[src/hw/rtl/contiguous_extent_grow_allocator_core_defines.svh]
// Assertion macros for the contiguous extent grow allocator.
// Used by the top level; expects clk and rst_n in scope.
`ifndef CONTIGUOUS_EXTENT_GROW_ALLOCATOR_CORE_DEFINES_SVH
`define CONTIGUOUS_EXTENT_GROW_ALLOCATOR_CORE_DEFINES_SVH

// Same-cycle implication, held off during reset.
`define CEG_ASSERT_HOLDS(name, ante, cons, msg) \
    name: assert property (@(posedge clk) disable iff (!rst_n) (ante) |-> (cons)) \
        else $error(msg);

// Next-cycle implication, held off during reset.
`define CEG_ASSERT_NEXT(name, ante, cons, msg) \
    name: assert property (@(posedge clk) disable iff (!rst_n) (ante) |=> (cons)) \
        else $error(msg);

`endif

[src/hw/rtl/ceg_pkg.sv]
// Shared constants and types of the contiguous extent grow allocator.
// No dependencies; used by ceg_word_unit and the top level.
package ceg_pkg;

    localparam int MAP_BLOCKS_DEF       = 4096;
    localparam int BLOCK_BYTES_LOG2_DEF = 12;

    localparam int WORD_BITS  = 8;
    localparam int WORD_SHIFT = 3;

    localparam int CFG_W     = 13;
    localparam int CFG_RESET = 4096;
    localparam int START_W   = 12;
    localparam int COUNT_W   = 13;
    localparam int BYTES_W   = 25;
    localparam int STATUS_W  = 2;

    localparam logic [STATUS_W-1:0] ST_UNCHANGED = 2'd0;
    localparam logic [STATUS_W-1:0] ST_GROWN     = 2'd1;
    localparam logic [STATUS_W-1:0] ST_RELOCATED = 2'd2;
    localparam logic [STATUS_W-1:0] ST_NOSPACE   = 2'd3;

    localparam logic [1:0] OP_CHECK = 2'd0;
    localparam logic [1:0] OP_SET   = 2'd1;
    localparam logic [1:0] OP_CLEAR = 2'd2;
    localparam logic [1:0] OP_FIT   = 2'd3;

    typedef logic [WORD_BITS-1:0] word_t;

    typedef struct packed {
        logic                  conflict;
        logic                  found;
        logic [WORD_SHIFT-1:0] found_bit;
    } unit_flags_t;

endpackage

[src/hw/rtl/ceg_word_unit.sv]
// Shared word unit: checks, sets or clears a block range in one map word,
// or advances the first-fit free-run count over it. Depends on ceg_pkg.
module ceg_word_unit #(
    parameter int IDX_W  = 13,
    parameter int ADDR_W = 9
) (
    input  logic [1:0]          op,
    input  ceg_pkg::word_t      rd_word,
    input  logic [ADDR_W-1:0]   word_addr,
    input  logic [IDX_W-1:0]    lo,
    input  logic [IDX_W-1:0]    hi,
    input  logic [IDX_W-1:0]    lim,
    input  logic [IDX_W-1:0]    need,
    input  logic [IDX_W-1:0]    run_in,
    output ceg_pkg::word_t      wr_word,
    output logic [IDX_W-1:0]    run_out,
    output ceg_pkg::unit_flags_t flags
);

    always_comb
    begin
        logic [IDX_W-1:0] idx;
        logic [IDX_W-1:0] run;
        logic             used;
        ceg_pkg::word_t   mask;
        mask  = '0;
        run   = run_in;
        flags = '0;
        for (int b = 0; b < ceg_pkg::WORD_BITS; b++)
        begin
            idx     = IDX_W'({word_addr, ceg_pkg::WORD_SHIFT'(b)});
            mask[b] = (idx >= lo) && (idx < hi);
            if (mask[b] && rd_word[b])
            begin
                flags.conflict = 1'b1;
            end
            // blocks at or past the limit break a free run
            used = rd_word[b] || (idx >= lim);
            if (!flags.found)
            begin
                if (used)
                begin
                    run = '0;
                end
                else
                begin
                    run = run + 1'b1;
                end
                if (!used && run == need)
                begin
                    flags.found     = 1'b1;
                    flags.found_bit = ceg_pkg::WORD_SHIFT'(b);
                end
            end
        end
        run_out = run;
        unique case (op)
            ceg_pkg::OP_SET:   wr_word = rd_word | mask;
            ceg_pkg::OP_CLEAR: wr_word = rd_word & ~mask;
            ceg_pkg::OP_CHECK: wr_word = rd_word;
            ceg_pkg::OP_FIT:   wr_word = rd_word;
            default:           wr_word = rd_word;
        endcase
    end

endmodule

[config.mk]
export PLATFORM = sky130hd
export DESIGN_NAME = ceg_word_unit
export DESIGN_NICKNAME = d
export VERILOG_FILES = /design/src/hw/rtl/contiguous_extent_grow_allocator_core_defines.svh /design/src/hw/rtl/ceg_pkg.sv /design/src/hw/rtl/ceg_word_unit.sv
export SDC_FILE = /design/constraint.sdc
export NUM_CORES = 1
export LEC_CHECK = 0
export ABC_AREA = 1
export BUFFER_PORTS_ARGS = -buffer_cell sky130_fd_sc_hd__buf_2
export CAP_MARGIN = 10
export CELL_PAD_IN_SITES_DETAIL_PLACEMENT = 0
export CELL_PAD_IN_SITES_GLOBAL_PLACEMENT = 1
export CORE_ASPECT_RATIO = 0.5
export CORE_MARGIN = 2
export CORE_UTILIZATION = 40
export DETAILED_ROUTE_END_ITERATION = 8
export GPL_TIMING_DRIVEN = 0
export PLACE_DENSITY = 0.89
export SLEW_MARGIN = 10
export SYNTH_ARGS = -nofsm -noshare
export SYNTH_HDL_FRONTEND = slang
export SYNTH_SLANG_ARGS = --single-unit
[constraint.sdc]
create_clock -name vclk -period 31.1
set_input_delay 4.665 -clock vclk [all_inputs]
set_output_delay 4.665 -clock vclk [all_outputs]
set_load 0.005 [all_outputs]
==> reports/metrics.cfg <==
[global_route]
grt_pass1_wl_um=57240
antenna_found_initial=0
grt_max_degree=11
grt_pass1_vias=10900
grt.total_usage_pct=30.05
grt-ovfl-total=0

[worst_setup_path]
cp.arrival_ns=14.11
crit_top_cell=nand2_1
crit_path_start_kind=input pin
worst_setup_path_end_kind=output pin
crit_path_max_fanout=10
endpoint=flags[0]
cpMaxStageDelayCell=nor2_1
critPathTopFamily=simple AND/OR/NAND/NOR gates
critical_path.startpoint=word_addr[0]
cp.depth=71
required_ns=26.44
cp_num_buf_inv=9
cpPeakStageDelay_ns=0.36
critPathKind=input pin to output pin

[yosys]
synth_fp_nets=1954
yosys_warnings=0
synthCells=1830
ys_seq_area_share_pct=0
yosysUniqueCellTypes=53
syn_area_mm2=0.009027
synth_area_per_cell_um2=4.933

[layout]
layout_commonest_cell=nand2_1
area_growth_pct=9.813
finalNetCount=2058
seqCellArea_um2=0
fin_util_pct=45.23
clkbuf_count=0
antenna_cells=0
drive_gt1_share_pct=15.79
nFlopsAndLatches=0
design_area_mm2=0.009913
final_cell_mix=nand2_1, nand3_1, inv_1, nor2_1, buf_2

[cts]
cts_hold_buf=0
postCtsSetupBuffers=0
cts_resized=0

[die]
die-height_um=110.2
rows=38
io_pins=110
core_area_mm2=0.02192
dieArea_mm2=0.02386
fp.dieW_um=216.5
initial_utilization_pct=41.19

[power]
p_clk_share_pct=0
comb_power_share_pct=100.0
power.share.sequential_pct=0
p_leak_nw=5.406
p_int_mw=0.03027
p_per_area_mw_per_mm2=10.17
p_switching_mw=0.07059
swShare_pct=69.98
vdd_ir_drop_max_v=0.000006501

[routing]
num_vias=12300
drt-pass1-iter-count=5
wl_per_cell_um=16.17
ant_nets=0
wl_um=36100
drc=0
vias_per_cell=5.511
drtIter0Drc=1111

[min_path]
hold_class=input pin to output pin

[timing]
finalSetupViolations=0
fin_crit_sh_pct=60.36
slew_headroom_pct=20.10
max_freq_mhz=53.27
drv_slew=0
period_needed_ns=18.77
layout_setup_ws_ns=12.33
rsz0062_at_grt=false
hold_viol=0
tightest_slew_ns=1.189
final.setup.tns_ns=0

[placement]
routabilityCongestion=1.001
dpl_worst_slack_ns=12.63
dpl_cell_area_mm2=0.009913
dp_hpwl_um=29110
port_buffers=102

[job]
max-cap-violations=0

[run_status]
outcome=finished, final reports clean

-- synth_stat cells, types with 9 or more instances --
cell / instances / area (µm²)
nand2_1: 645 / 2421
nand3_1: 249 / 1246
inv_1: 204 / 765.7
nor2_1: 195 / 732.0
nand4_1: 105 / 656.9
nand2_2: 49 / 306.5
o21ai_0: 47 / 235.2
ha_1: 40 / 500.5
a21oi_1: 34 / 170.2
nor2_2: 32 / 200.2
inv_2: 21 / 78.83
buf_2: 18 / 90.09
nand3_2: 18 / 180.2
nand3b_1: 16 / 120.1
nor2_4: 16 / 180.2
o21ai_1: 16 / 80.08
nand2_4: 13 / 146.4
xor2_1: 13 / 113.9
clkbuf_1: 12 / 45.04
buf_6: 9 / 101.4
nor3_1: 9 / 45.04
-- area by class of cell --
cell class	instances	area [µm²]
plain buffers	49	319.1
well taps	300	375.4
repair buffers	102	510.5
fillers	2551	12010
inverters	233	874.6
multi-input cells	1548	7834
-- logic make-up after synthesis --
group,after synthesis,synth area share (%)
and+or+nand+nor,1369,71.77
buffers and inverters,282,13.22
AOI/OAI and AO/OA,125,8.108
adders and majority gates,40,5.544
xor gates and xnor gates,14,1.358
-- power groups by stage --
| stage | clock network [mW] | registers [mW] | logic [mW] |
|---|---|---|---|
| after floorplan | 0 | 0 | 0.0666 |
| after global routing | 0 | 0 | 0.112 |
| after global placement | 0 | 0 | 0.0978 |
| final | 0 | 0 | 0.101 |
| after CTS | 0 | 0 | 0.0982 |
| after detailed placement | 0 | 0 | 0.0977 |
-- layer usage --
| layer | GRT usage (%) | part of all wire, % | vias to the layer above |
|---|---|---|---|
| li1 | - | - | 6163 |
| met1 | 41.23 | 44 | 5404 |
| met2 | 48.79 | 41 | 653 |
| met3 | 4.225 | 11 | 81 |
| met4 | 9.834 | 3.6 | 0 |
| met5 | 0 | 0 | - |
-- through the flow --
step	hold WS [ns]	cells	total power, mW
after floorplan	9.442	1830	0.06656
after global placement	9.700	2232	0.09779
after detailed placement	9.689	2232	0.09772
after CTS	9.693	2232	0.09821
after global routing	9.737	2232	0.1117
final	9.703	2232	0.1009
-- worst min-delay path by stage --
stage	from	endpoint	slack, ns	depth (start not counted)
2_1_floorplan	rd_word[3]	flags[4]	9.44	2
3_3_place_gp	rd_word[4]	wr_word[4]	9.70	4
3_5_place_dp	rd_word[4]	wr_word[4]	9.69	4
4_1_cts	rd_word[4]	wr_word[4]	9.69	4
5_1_grt	rd_word[1]	wr_word[1]	9.74	4
6_report	rd_word[4]	wr_word[4]	9.70	4
(Power assumes the default switching activity.)
